[config.mk]
export PLATFORM = sky130hd
export DESIGN_NAME = lapm_front
export DESIGN_NICKNAME = d
export VERILOG_FILES = /design/src/hdl/assert_macros.svh /design/src/hdl/lapm_pkg.sv /design/src/hdl/lapm_front.sv
export SDC_FILE = /design/constraint.sdc
export NUM_CORES = 1
export LEC_CHECK = 0
export ABC_AREA = 1
export BUFFER_PORTS_ARGS = -buffer_cell sky130_fd_sc_hd__buf_2
export CORE_MARGIN = 4
export CORE_UTILIZATION = 47
export DETAILED_ROUTE_END_ITERATION = 8
export GPL_TIMING_DRIVEN = 1
export PLACE_DENSITY_LB_ADDON = 0.2
export SYNTH_ARGS = -nofsm -noshare
export SYNTH_HDL_FRONTEND = slang
export SYNTH_SLANG_ARGS = --single-unit
[constraint.sdc]
create_clock -name clk_i -period 12.4 [get_ports clk_i]
set_clock_uncertainty 0.1 [all_clocks]
set_input_delay 0 -clock clk_i [delete_from_list [all_inputs] [get_ports clk_i]]
set_output_delay 0 -clock clk_i [all_outputs]
set_load 0.01 [all_outputs]
[src/hdl/assert_macros.svh]
// assertion macros used by the top-level rtl file
`ifndef ASSERT_MACROS_SVH
`define ASSERT_MACROS_SVH

// property must hold at every clock edge outside reset
`define A_HOLDS(lbl, prop) \
  lbl: assert property (@(posedge clk_i) disable iff (!rst_ni) (prop)) \
    else $error("assertion failed");

// condition must never be seen outside reset
`define A_NEVER(lbl, cond) \
  lbl: assert property (@(posedge clk_i) disable iff (!rst_ni) !(cond)) \
    else $error("forbidden condition seen");

`endif

[src/hdl/lapm_pkg.sv]
// types, constants and fixed point helpers for the look-at pose matrix block
package lapm_pkg;

  localparam int DATA_W = 32;
  localparam int FRAC_W = 16;
  localparam int LEN_W  = DATA_W - 1;
  localparam int PROD_W = 2 * DATA_W;
  localparam int WIDE_W = DATA_W + FRAC_W;
  localparam int SQ_CNT_W  = $clog2(DATA_W);
  localparam int DIV_CNT_W = $clog2(WIDE_W);

  localparam logic signed [DATA_W-1:0] ONE  = DATA_W'(1) << FRAC_W;
  localparam logic signed [DATA_W-1:0] DMAX = {1'b0, {(DATA_W-1){1'b1}}};
  localparam logic signed [DATA_W-1:0] DMIN = {1'b1, {(DATA_W-1){1'b0}}};

  // register indexes of the configuration port
  localparam logic [1:0] REG_UP_X    = 2'd0;
  localparam logic [1:0] REG_UP_Y    = 2'd1;
  localparam logic [1:0] REG_UP_Z    = 2'd2;
  localparam logic [1:0] REG_MIN_LEN = 2'd3;

  typedef struct packed {
    logic signed [DATA_W-1:0] pos_x;
    logic signed [DATA_W-1:0] pos_y;
    logic signed [DATA_W-1:0] pos_z;
    logic signed [DATA_W-1:0] pos_w;
    logic signed [DATA_W-1:0] tgt_x;
    logic signed [DATA_W-1:0] tgt_y;
    logic signed [DATA_W-1:0] tgt_z;
    logic signed [DATA_W-1:0] tgt_w;
  } lapm_in_t;

  typedef struct packed {
    logic [1:0]               column;
    logic signed [DATA_W-1:0] elem0;
    logic signed [DATA_W-1:0] elem1;
    logic signed [DATA_W-1:0] elem2;
    logic signed [DATA_W-1:0] elem3;
    logic                     is_last;
    logic                     degenerate;
  } lapm_out_t;

  // queued item with its classification
  typedef struct packed {
    lapm_in_t data;
    logic     pw_zero;
    logic     pw_neg;
  } lapm_item_t;

  typedef struct packed {
    logic signed [DATA_W-1:0] up_x;
    logic signed [DATA_W-1:0] up_y;
    logic signed [DATA_W-1:0] up_z;
    logic [LEN_W-1:0]         min_len;
  } lapm_cfg_t;

  // magnitude of a signed value as unsigned
  function automatic logic [DATA_W-1:0] qmag(logic signed [DATA_W-1:0] x);
    logic [DATA_W-1:0] r;
    r = x[DATA_W-1] ? DATA_W'(~x) + DATA_W'(1) : DATA_W'(x);
    return r;
  endfunction

  // apply sign to a wide magnitude and saturate
  function automatic logic signed [DATA_W-1:0] sat_q(logic neg, logic [WIDE_W-1:0] m);
    logic [WIDE_W-1:0] limit;
    logic signed [DATA_W-1:0] r;
    limit = neg ? WIDE_W'(DMAX) + WIDE_W'(1) : WIDE_W'(DMAX);
    if (m > limit) begin
      r = neg ? DMIN : DMAX;
    end else if (neg) begin
      r = DATA_W'(~m[DATA_W-1:0]) + DATA_W'(1);
    end else begin
      r = m[DATA_W-1:0];
    end
    return r;
  endfunction

  // saturating difference
  function automatic logic signed [DATA_W-1:0] qsub(logic signed [DATA_W-1:0] a,
                                                    logic signed [DATA_W-1:0] b);
    logic [DATA_W:0] d;
    logic signed [DATA_W-1:0] r;
    d = {a[DATA_W-1], a} - {b[DATA_W-1], b};
    if (d[DATA_W] != d[DATA_W-1]) begin
      r = d[DATA_W] ? DMIN : DMAX;
    end else begin
      r = d[DATA_W-1:0];
    end
    return r;
  endfunction

endpackage

[src/hdl/lapm_front.sv]
// front end: accepts items, classifies the position w and queues them
module lapm_front import lapm_pkg::*; (
  input  logic       clk_i,
  input  logic       rst_ni,
  input  logic       in_valid_i,
  output logic       in_ready_o,
  input  lapm_in_t   in_data_i,
  output logic       q_valid_o,
  output lapm_item_t q_item_o,
  input  logic       q_pop_i
);

  lapm_item_t ent_q [2];
  logic       wr_ptr_q, rd_ptr_q;
  logic [1:0] cnt_q;
  logic       push, pop;

  assign in_ready_o = (cnt_q != 2'd2);
  assign q_valid_o  = (cnt_q != 2'd0);
  assign push       = in_valid_i && in_ready_o;
  assign pop        = q_pop_i && q_valid_o;
  assign q_item_o   = ent_q[rd_ptr_q];

  // classification and storage
  always_ff @(posedge clk_i) begin
    if (push) begin
      ent_q[wr_ptr_q].data    <= in_data_i;
      ent_q[wr_ptr_q].pw_zero <= (in_data_i.pos_w == '0);
      ent_q[wr_ptr_q].pw_neg  <= in_data_i.pos_w[DATA_W-1];
    end
  end

  // pointers and fill level
  always_ff @(posedge clk_i or negedge rst_ni) begin
    if (!rst_ni) begin
      wr_ptr_q <= 1'b0;
      rd_ptr_q <= 1'b0;
      cnt_q    <= 2'd0;
    end else begin
      if (push) wr_ptr_q <= ~wr_ptr_q;
      if (pop)  rd_ptr_q <= ~rd_ptr_q;
      if (push && !pop)      cnt_q <= cnt_q + 2'd1;
      else if (pop && !push) cnt_q <= cnt_q - 2'd1;
    end
  end

endmodule

Word level (Yosys, flattened, before mapping)
Memories as Yosys holds them, arrays and structs flattened.
Index checks and enable logic that the tools add are counted.

word-level totals
  register bits after elaboration = 4
  bits in writable memories = 516
  output and inout port bits = 260
  memories = 1

operators by class
  add/sub/neg operators = 2
  equality and inequality tests = 1
  multiplexer cells = 4
  bitwise operators = 2
  reductions and logical operators = 9

memories
  name   words  bits a word  rd ports  clocked after memory_dff  write ports  RTL line          RTL
  ent_q  2      258          1         0                         1            lapm_front.sv:13  lapm_item_t ent_q [2];

operators by type and width
  operator               number
  $logic_not A32 Y1      1
  $logic_and A1 B1 Y1    4
  $mux W2                2
  $reduce_bool A2 Y1     2
  $add A2 B1 Y2 const B  1
  $logic_not A1 Y1       2
  $mux W1                2
  $ne A2 B2 Y1 const B   1
  $not A1 Y1             2
  $sub A2 B1 Y2 const B  1

Depth between registers and ports, before layout
Gate-level depths: netlist of run 1.

  word-level depth = 6
  mapped depth = 9

Worst setup path before layout of run 1
Ideal clock, no wire load.

  path type = flip-flop to flip-flop
  from = register cnt_q[0]
  to = memory ent_q[1][100] (netlist name) (enable)
  arrival = 11.317 ns
  data required time = 11.420 ns
  setup slack = 0.103 ns
  cell stages (with the launch flop) = 5
  path buffers = 0
  cell sequence = dfrtp_1 inv_1 nand2_1 nand2_1 nor2_1

between the ends
  word-level cells in the longest chain between the ends = 4

ends and longest elaborated chain
  item                           RTL line          RTL
  start, declared                lapm_front.sv:15  logic [1:0] cnt_q;
  start signal, assigned         lapm_front.sv:42  if (push && !pop) cnt_q <= cnt_q + 2'd1;
  start signal, assigned         lapm_front.sv:43  else if (pop && !push) cnt_q <= cnt_q - 2'd1;
  $ne A2 B2 Y1                   lapm_front.sv:18  assign in_ready_o = (cnt_q != 2'd2);
  via in_ready_o                 lapm_front.sv:6   output logic in_ready_o,
  $logic_and A1 B1 Y1            lapm_front.sv:20  assign push = in_valid_i && in_ready_o;
  $mux W1                        lapm_front.sv:26  if (push) begin
  $mux W1 (not written as such)  lapm_front.sv:27  ent_q[wr_ptr_q].data <= in_data_i;
  end, declared                  lapm_front.sv:13

The timed path passes the listed nets, and every way through them passes these cells.

==> summary.md, run 1 <==
| Metric | Value |
|---|---|
| Status | finished clean |
| DRC viols | 0 |
| Max_slew headroom | 26.7% |
| Pre-CTS setup slack | 9490 ps |
| Setup WS post-layout | roughly 9100 ps |
| Min Tclk post-route | between 3000 and 4000 ps |
| # port buffers | 519 |
| Final period utilization | 26.2% |
| Resize count post-CTS | 0 |
| Worst-margin pin slew | 1100 ps |
| Number of global-route vias before repair | roughly 14000 |
| Seq cells post-synth | slightly above 500 |
| Maxcap violations | 0 |
| Clock Tree Buf Depth | 3 |
| Pwr per Cell Area | between 200 and 250 nW/um2 |
| Max Fclk | 307 MHz |
| Most frequent cell after synthesis | nand2_1 |
| All-Layer GR Usage | between 20% and 30% |
| Hpwl dp | between 30000 and 40000 um |
| GRT overflow | 0 |
| Root buffer cell | clkbuf_16 |
| Core Rows | 73 |
| Cells after Synth | roughly 1400 |
| DRC violation total after the first TritonRoute iteration | around 900 |
| RD Place Congestion | roughly 0.80 |
| Endpoints failing hold | 0 |
| CP Capture Type | output port |
| Post-synth EDFFs | about 510 |
| Mapped Area | 19100 um2 |
| Post-route ant nets | 0 |
| Syn nets | around 1700 |
| Nets | 2446 |
| Layout cell share with drive strength beyond 1 | between 20% and 30% |
| Reg area | between 15000 and 20000 um2 |
| Leakage | around 11 nW |
| Core area | roughly 40000 um2 |
| Via count | about 13000 |
| CTS buffer count | between 50 and 60 |
| CP Launch Type | flop |
| CTS tree | built |
| WS Path Type | reg -> out |
| Htree depth | 2 |
| Boundary Pins | 520 |
| Crit path DAT | 3150 ps |
| Fillcell total | around 2800 |
| Avg Vias per Cell | 4.80 |
| Top-area cell type share of the netlist area | between 80% and 90% |
| Initial Util | between 40% and 50% |
| Synthesized area per cell | between 10 and 15 um2 |
| Final Max Slew Viols | 0 |
| Top cells by count, synth | nand2_1, edfxtp_1, buf_2 |
| Clock sinks | a little over 500 |
| Antenna violations before repair | 6 |
| Synth unique cells | 14 |
| Global-route wire length before repair | 75200 um |
| Leading area contributor after synthesis | edfxtp_1 |
| Peak VDD IR | 157 uV |
| Area of the multi-input gates | roughly 3100 um2 |
| Die W | between 200 and 250 um |
| Router iterations before antenna repair | 7 |
| Largest net degree at the start of global routing | 165 |
| Clock-pin transition on the worst setup and hold timing paths | ~60 ps |
| Area contributors post-synth | edfxtp_1, nand2_1, buf_6 |
| Worst-skew pair later-pin latency | between 500 and 600 ps |
| Layout area overhead | 37.0% |
| Most common flop cell mapped by yosys | edfxtp_1 |
| Post-route setup TNS | 0 ps |
| Seq/Total Area, Yosys | 81.3% |
| Hold crit path type | in -> reg |
| Die area | 43900 um2 |
| WL/cell | 18.0 um |
| RSZ-0062 raised after global routing | no |
| Chip Height | about 210 um |
| Final setup violation count | 0 |
| Asr flop ratio synth | less than 1% |
| Worst-path maximum fanout | between 80 and 90 |
| Critical path required time | between 10000 and 15000 ps |
| WL final | 49500 um |
| Ys Warns | 0 |
## metrics by stage
stage	instance area (um2)	total power, mW	cells	utilization (%)	hold slack (ps)
floorplan	19100	3.79	1399	-	-396
global placement	22000	4.37	2397	55.2	-287
detailed placement	22000	4.39	2397	55.2	-284
CTS	26200	5.89	2749	65.5	1.69
global route	26200	6.18	2755	65.6	29.8
finish	26200	5.84	2755	65.6	44.7
## what timing repair did
action                                  4_1_cts  5_1_grt
endpoints found under the setup margin        0        0
hold endpoints to repair                    522        0
hold buffers                                260        0
buffers inserted                              0        0
## critical path, stage by stage (launching register included)
cell and delay (ps):
dfrtp_4 440, buf_4 730, buf_4 860, nand2_1 160
nand2_1 160, buf_2 150
## registers in the layout, indices dropped and copies added (netlist names)
signal / cells
rd_ptr_q: 1
ent_q: 514
wr_ptr_q: 1
cnt_q: 2
## final timing paths
kind,from,endpoint,slack [ps],cells past startpoint
min in group asynchronous,rst_ni,cnt_q[0],270,3
worst min register to register,cnt_q[0],cnt_q[0],390,1
worst min-delay path,in_data_i[7],ent_q[0][9],40,2
max in group asynchronous,rst_ni,rd_ptr_q,11720,3
worst max register to register,cnt_q[0],ent_q[1][180],9470,6
worst max-delay path,rd_ptr_q,q_item_o[127],9150,5
## final cells by class
type                    count  area share (%)
clock buffers              65            5.24
multi-input cells         817            11.9
diodes                      6          0.0574
well taps                 525            2.51
clock inverters            27           0.631
inverters                   6           0.115
flip-flops and latches    518            59.4
repair buffers            791            20.2
## report_power, final
part           internal, mW  switching (mW)  leakage (nW)
registers              2.39          0.0859          4.82
logic                 0.611            1.33          5.62
clock network         0.817           0.608         0.747
total                  3.82            2.02          11.2
## layer usage
layer,part of all wire (%),track usage (%)
met1,36,25.4
met2,51,37.8
met3,8.3,6.64
met4,4.2,9.52
met5,0,0
## cell usage in the layout (no fill, tap or decap)
master,instances
nor2_4,2
clkinv_2,6
edfxtp_1,514
clkinv_1,18
nand3b_1,1
clkbuf_16,53
nand2_1,787
bufinv_16,2
buf_2,519
ha_1,1
nor2_1,23
clkbuf_1,12
dfrtp_4,1
buf_4,12
inv_1,5
inv_8,1
dlygate4sd3_1,260
clkinvlp_4,1
dfrtp_1,3
xor2_1,2
diode_2,6
xnor2_1,1
## kinds of logic (layout without fill, tap and decap cells)
| kind of cell | Yosys count | after routing | share of synthesized area [%] |
|---|---|---|---|
| and+or+nand+nor | 813 | 813 | 16.0 |
| other | 0 | 6 | 0 |
| xor gates and xnor gates | 3 | 3 | 0.138 |
| adders and majority gates | 1 | 1 | 0.0655 |
| DFF | 518 | 518 | 81.3 |
| buffers and inverters | 64 | 889 | 2.49 |
(Power assumes the default switching activity.)
==> inputs of run 2 (changes only) <==
ABC_AREA = 0   (was 1)
CORE_UTILIZATION = 48   (was 47)
clock period = 2.9 ns   (was 12.4 ns; I/O delays follow)
==> run 2 against run 1 <==
Die area increased by 0.76%. Final area increased by 3.4%. Non-clock buffer count increased by 10. Flip-flop and latch count unchanged. Global-route usage decreased by 1.8 points. Combinational power increased to 4.5 times the previous value. Utilization increased by 1.9 points. Highest routed layer unchanged.
==> summary.md, run 2 <==
| Metric | Value |
|---|---|
| CTS tree | built (unchanged) |
| Hpwl dp | 29800 um (was 30400 um) |
| DRC violation total after the first TritonRoute iteration | 538 (was 886) |
| Avg Vias per Cell | 4.91 (was 4.80) |
| Core Rows | 73 (unchanged) |
| Most common flop cell mapped by yosys | edfxtp_1 (unchanged) |
| Syn nets | 1091 (was 1660) |
| Combinational power share | 33.9% (was 33.2%) |
| Root buffer cell | clkbuf_16 (unchanged) |
| Hold-fix buffers, CTS | 260 (unchanged) |
| Final setup violation count | 0 (unchanged) |
| Seq cells post-synth | 518 (unchanged) |
| Seq/Total Area, Yosys | 79.0% (was 81.3%) |
| Hold crit path type | in -> reg (unchanged) |
| Htree depth | 2 (unchanged) |
| Global-route wire length before repair | 68700 um (was 75200 um) |
| Fillcell total | 2664 (was 2827) |
| Die W | 210 um (about the same) |
| Nets | 1916 (was 2446) |
| Synth Area in Simple Gates | 0.509% (was 16.0%) |
| Router iterations before antenna repair | 4 (was 7) |
| GRT overflow | 0 (unchanged) |
| Leakage | 10.8 nW (was 11.2 nW) |
| Chip Height | 210 um (about the same) |
| Layout cell share with drive strength beyond 1 | 51.4% (was 26.8%) |
| Final Power | 25.5 mW (was 5.84 mW) |
| Asr flop ratio synth | 0.772% (unchanged) |
| Resize count post-CTS | 0 (unchanged) |
| Max Fclk | 427 MHz |
| Top reg by flops | ent_q (unchanged) |
| Number of flip-flops in the largest register | 514 (unchanged) |
| Cells after Synth | 830 (was 1399) |
| Mapped Area | 19700 um2 (was 19100 um2) |
| Synth unique cells | 19 (was 14) |
| Commonest non-fill, non-tap cell in the layout | buf_2 (was nand2_1) |
| Synthesized area per cell | 23.7 um2 (was 13.7 um2) |
| Top-area cell type share of the netlist area | 78.5% (was 80.8%) |
| Post-CTS Setup Inserts | 0 (unchanged) |
| DRC viols | 0 (unchanged) |
| CTS buffer count | 52 (was 51) |
| Largest net degree at the start of global routing | 106 (was 165) |
| Post-route setup TNS | 0 ps (unchanged) |
| Sw frac | 29.3% (was 34.6%) |
| Peak VDD IR | 628 uV (was 157 uV) |
| Final period utilization | 80.8% |
| Die area | 44300 um2 (was 43900 um2) |
| Leading area contributor after synthesis | edfxtp_1 (unchanged) |
| Maxcap violations | 0 (unchanged) |
| CP Launch Type | flop (unchanged) |
| Number of global-route vias before repair | 11900 (was 13800) |
| Sw Pwr | 7.47 mW (was 2.02 mW) |
| Clock-pin transition on the worst setup and hold timing paths | 60 ps (about the same) |
| Via count | 10900 (was 13200) |
| Top Registers | ent_q (514), cnt_q (2) (unchanged) |
| Pwr per Cell Area | 942 nW/um2 (was 223 nW/um2) |
| Min Tclk post-route | roughly 2300 ps |
| Initial Util | 49.0% (was 47.9%) |
| Clock sinks | 518 (unchanged) |
| Crit path DAT | 2240 ps (was 3150 ps) |
| # port buffers | 519 (unchanged) |
| All-Layer GR Usage | 20.1% (was 21.9%) |
| Most frequent cell after synthesis | edfxtp_1 (was nand2_1) |
| Status | finished clean (unchanged) |
| Seq pwr share | 41.8% (was 42.4%) |
| Post-synth EDFFs | 514 (unchanged) |
| Core area | 40100 um2 (was 39900 um2) |
| Post-route ant nets | 0 (unchanged) |
| Clk pwr share | 24.3% (was 24.4%) |
| Top cells by count, synth | edfxtp_1, mux2_4, mux2_2 (was nand2_1, edfxtp_1, buf_2) |
| Max_slew headroom | 50.6% (was 26.7%) |
| XOR/XNOR Fraction of Synth Area | 0.223% (was 0.138%) |
| RD Place Congestion | 0.770 (was 0.804) |
| Worst-skew pair later-pin latency | 570 ps (about the same) |
| Final Max Slew Viols | 0 (unchanged) |
| Int Pwr | 18.0 mW (was 3.82 mW) |
| Antenna violations before repair | 3 (was 6) |
| Critical path required time | 2800 ps (was 12300 ps) |
| WS Path Type | reg -> out (unchanged) |
| Clock Tree Buf Depth | 3 (unchanged) |
| Endpoints failing hold | 0 (unchanged) |
| Post-Synth Adder-Cell Area | 0.0636% (was 0.0655%) |
| Worst-path maximum fanout | 86 (was 89) |
| CP Capture Type | output port (unchanged) |
| Layout area overhead | 37.6% (was 37.0%) |
| RSZ-0062 raised after global routing | no (unchanged) |
| Largest family of logic cells by synthesized area | multiplexers (was simple AND/OR/NAND/NOR gates) |
| Boundary Pins | 520 (unchanged) |
| Ys Warns | 0 (unchanged) |
| Area contributors post-synth | edfxtp_1, mux2_4, mux2_2 (was edfxtp_1, nand2_1, buf_6) |
| WL final | 45900 um (was 49500 um) |
| Worst-margin pin slew | 741 ps (was 1100 ps) |
| Post-synthesis compound-gate area fraction | 0% (unchanged) |
| Multiplexer share of the synthesized area | 18.6% (was 0%) |
| Most frequent cells in the layout | buf_2, edfxtp_1, dlygate4sd3_1 (was nand2_1, buf_2, edfxtp_1) |
| WL/cell | 20.7 um (was 18.0 um) |
[run 2: kinds of logic after synthesis]
family	count (synthesis)
flip-flops	518
multiplexers	257
XOR/XNOR	5
buffers and inverters	31
adder cells (fa/ha/maj)	1
AND/OR/NAND/NOR	18
[run 2: worst paths after layout]
| kind | from | end | slack, ps | cells past startpoint |
|---|---|---|---|---|
| setup / recovery | rd_ptr_q | q_item_o[212] | 560 | 3 |
| hold reg to reg | cnt_q[0] | cnt_q[0] | 440 | 1 |
| min in group asynchronous | rst_ni | wr_ptr_q | 280 | 3 |
| hold / removal | in_data_i[229] | ent_q[1][231] | 50 | 2 |
| setup reg to reg | cnt_q[0] | ent_q[1][136] | 860 | 3 |
| max in group asynchronous | rst_ni | rd_ptr_q | 2230 | 3 |
[run 2: critical path, cell delays in order, from the launching register on]
cell,delay (ps)
dfrtp_4,530
buf_12,470
mux2_4,360
buf_2,140
[run 2: power by group through the flow]
stage	sequential (mW)	clock (mW)	combinational, mW
final	10.6	6.20	8.65
after global routing	10.8	6.69	9.15
after CTS	10.7	6.35	8.72
after detailed placement	10.8	0	8.40
after global placement	10.7	0	8.41
after floorplan	10.9	0	5.64
[run 2: stage by stage]
step	cells	utilization [%]	hold slack (ps)	instance area [um2]	setup slack [ps]
4_1_cts	2215	67.5	1.94	27100	506
3_5_place_dp	1866	57.1	-290	22900	824
6_report	2218	67.5	47.4	27100	558
2_1_floorplan	830	-	-396	19700	-2030
3_3_place_gp	1866	57.1	-293	22900	847
5_1_grt	2218	67.5	30.6	27100	441
[run 2: metal layers]
metal	GRT usage [%]	wire length (um)	part of all wire (%)
met5	0	0	0
met4	7.98	1570	3.4
met3	4.55	2930	6.4
met2	37.2	24900	54
met1	22.7	16500	36
[run 2: layout make-up]
type / count / area (um2) / area share, %
sequential: 518 / 15500 / 57.4
multi-input combinational: 281 / 3830 / 14.2
clock buffer: 63 / 1360 / 5.04
tap: 525 / 657 / 2.43
timing repair buffer: 801 / 5470 / 20.2
antenna: 3 / 7.51 / 0.0277
clock inverter: 26 / 191 / 0.707
inverter: 1 / 3.75 / 0.0139
==> inputs of run 3 (changes only) <==
clock period = 2.05 ns   (was 2.9 ns; I/O delays follow)
==> run 3 against run 2 <==
The run now ends with setup timing left. Worst setup slack got worse by 570 ps. Count of clock-buffer cells in the layout decreased by 2. Routed wire length increased by 6.9%. Critical path type unchanged. Global-route usage increased by 0.64 points. Utilization increased by 3.4 points. Final cell count increased by 1.3%. Hold slack improved by 6.9 ps. Combinational power increased by 75%. Flip-flop and latch count unchanged.
==> summary.md, run 3 (same netlist as run 2, synthesis figures left out) <==
| Metric | Value |
|---|---|
| Status | finished with violations (was finished clean) |
| Failing checks | setup timing |
| Global-route wire length before repair | 70300 um (was 68700 um) |
| WL final | 49100 um (was 45900 um) |
| Most frequent cells in the layout | edfxtp_1, buf_2, dlygate4sd3_1 (was buf_2, edfxtp_1, dlygate4sd3_1) |
| Htree depth | 2 (unchanged) |
| Max_slew headroom | 69.3% (was 50.6%) |
| Antenna violations before repair | 4 (was 3) |
| WS Path Type | reg -> out (unchanged) |
| Hold crit path type | in -> reg (unchanged) |
| Crit path DAT | 1960 ps (was 2240 ps) |
| Initial Util | 49.0% (unchanged) |
| CTS buffer count | 52 (unchanged) |
| Root buffer cell | clkbuf_16 (unchanged) |
| Pwr per Cell Area | 1370 nW/um2 (was 942 nW/um2) |
| Max Fclk | approximately 490 MHz |
| Peak VDD IR | 869 uV (was 628 uV) |
| Hpwl dp | 30600 um (was 29800 um) |
| Die area | 44300 um2 (unchanged) |
| Core area | 40100 um2 (unchanged) |
| Die W | 210 um (unchanged) |
| Hold path startpoint | in_data_i[240] (was in_data_i[229]) |
| WL/cell | 21.9 um (was 20.7 um) |
| Boundary Pins | 520 (unchanged) |
| Setup WS post-layout | -9.67 ps (was 558 ps) |
| Post-route ant nets | 0 (unchanged) |
| Clock sinks | 518 (unchanged) |
| Final Max Slew Viols | 0 (unchanged) |
| Core Rows | 73 (unchanged) |
| All-Layer GR Usage | 20.8% (was 20.1%) |
| Endpoints failing hold | 0 (unchanged) |
| CP Capture Type | output port (unchanged) |
| Chip Height | 210 um (unchanged) |
| Reg area | 15500 um2 (unchanged) |
| Layout area overhead | 44.5% (was 37.6%) |
| Clock-pin transition on the worst setup and hold timing paths | 60 ps (about the same) |
| CP Launch Type | flop (unchanged) |
| Pre-CTS setup slack | 296 ps (was 824 ps) |
| Final design instance area without fill | 28400 um2 (was 27100 um2) |
| RD Place Congestion | 0.797 (was 0.770) |
| Leakage | 11.3 nW (was 10.8 nW) |
| Fillcell total | 2404 (was 2664) |
| CTS tree | built (unchanged) |
| Largest net degree at the start of global routing | 42 (was 106) |
| Clock Tree Buf Depth | 3 (unchanged) |
| Min Tclk post-route | between 2000 and 2500 ps |
| Crit Reg-Reg Startpoint | cnt_q[0] (unchanged) |
| Maxcap violations | 0 (unchanged) |
| Flop2flop setup slack | 310 ps (was 860 ps) |
| Layout cell share with drive strength beyond 1 | 52.4% (was 51.4%) |
| Avg Vias per Cell | 4.94 (was 4.91) |
| # port buffers | 519 (unchanged) |
| Via count | 11100 (was 10900) |
| Top Registers | ent_q (514), cnt_q (2) (unchanged) |
| Worst-path maximum fanout | 20 (was 86) |
| Number of global-route vias before repair | 12000 (was 11900) |
| Nets | 1946 (was 1916) |
| Worst-skew pair later-pin latency | 570 ps (about the same) |
| GRT overflow | 0 (unchanged) |
| Top reg by flops | ent_q (unchanged) |
| DRC violation total after the first TritonRoute iteration | 559 (was 538) |
| Worst-margin pin slew | 456 ps (was 741 ps) |
| Final setup violation count | 2 (was 0) |
| RSZ-0062 raised after global routing | yes (was no) |
| DRC viols | 0 (unchanged) |
| Critical path required time | 1950 ps (was 2800 ps) |
| Number of flip-flops in the largest register | 514 (unchanged) |
| Commonest non-fill, non-tap cell in the layout | edfxtp_1 (was buf_2) |
| Final period utilization | 100% |
| Crit path launch | rd_ptr_q (unchanged) |
| Router iterations before antenna repair | 4 (unchanged) |
| Post-DP Area | 23200 um2 (was 22900 um2) |
| Area of the multi-input gates | 3870 um2 (was 3830 um2) |
==> run 3: changes by cell type in the layout (fill, tap and decap cells not counted), moves of 2 or more <==
cell        before  now
buf_6            0  115
buf_2          519  406
buf_12           8   22
mux2_2          56   47
mux2_4         201  210
buf_16           0    7
clkinvlp_4       0    4
clkbuf_16       53   56
buf_8            0    2
clkbuf_1        10    8
clkinv_1        14   12
==> run 3: final timing paths <==
kind                                      end  cells after the start
worst min register to register       cnt_q[0]                      1
worst max register to register  ent_q[0][142]                      5
worst min-delay path            ent_q[0][242]                      2
max in group asynchronous            rd_ptr_q                      3
min in group asynchronous            cnt_q[1]                      3
worst max-delay path            q_item_o[229]                      4
==> run 3: cell type report <==
type,instances,area share [%]
Timing Repair Buffer,831,24.0
Multi-Input combinational cell,281,13.6
Clock buffer,61,4.77
Inverter,1,0.0132
Clock inverter,25,0.599
Tap cell,525,2.31
Antenna cell,4,0.0352
Sequential cell,518,54.7
==> run 3: critical path, stage by stage (launching register included) <==
cell     delay, ps
dfrtp_4        450
buf_12         200
buf_12         190
mux2_2         390
buf_2          150
==> run 3: report_power, final <==
group          switching [mW]  internal, mW  total (mW)  leakage [nW]
combinational            7.00          8.15        15.1          5.78
clock                    3.74          4.92        8.66         0.738
sequential              0.598          14.4        15.0          4.82
==> run 3: routing by layer <==
metal,routed length [um],global-route usage (%)
met5,0,0
met4,2040,8.36
met3,3530,5.67
met2,26000,36.5
met1,17500,24.4
==> run 3: what timing repair did <==
action	in CTS	in global routing
buffers inserted	4	1
setup endpoints to repair	211	214
hold endpoints to repair	611	0
hold buffers	260	0
gates cloned	3	4
pin swaps	0	0
gates resized for setup	128	22
==> run 3: per-stage QoR <==
stage                     hold WS [ps]  cells  power [mW]  TNS [ps]  util (%)
final                             54.3   2246        38.9     -14.7      70.9
after global routing              27.0   2246        40.5     -6130      70.9
after CTS                         1.62   2237        38.5     -2900      70.3
after detailed placement          -285   1884        27.7         0      57.9
after global placement            -288   1884        27.6         0      57.9
after floorplan                   -396    830        23.4  -1307330         -
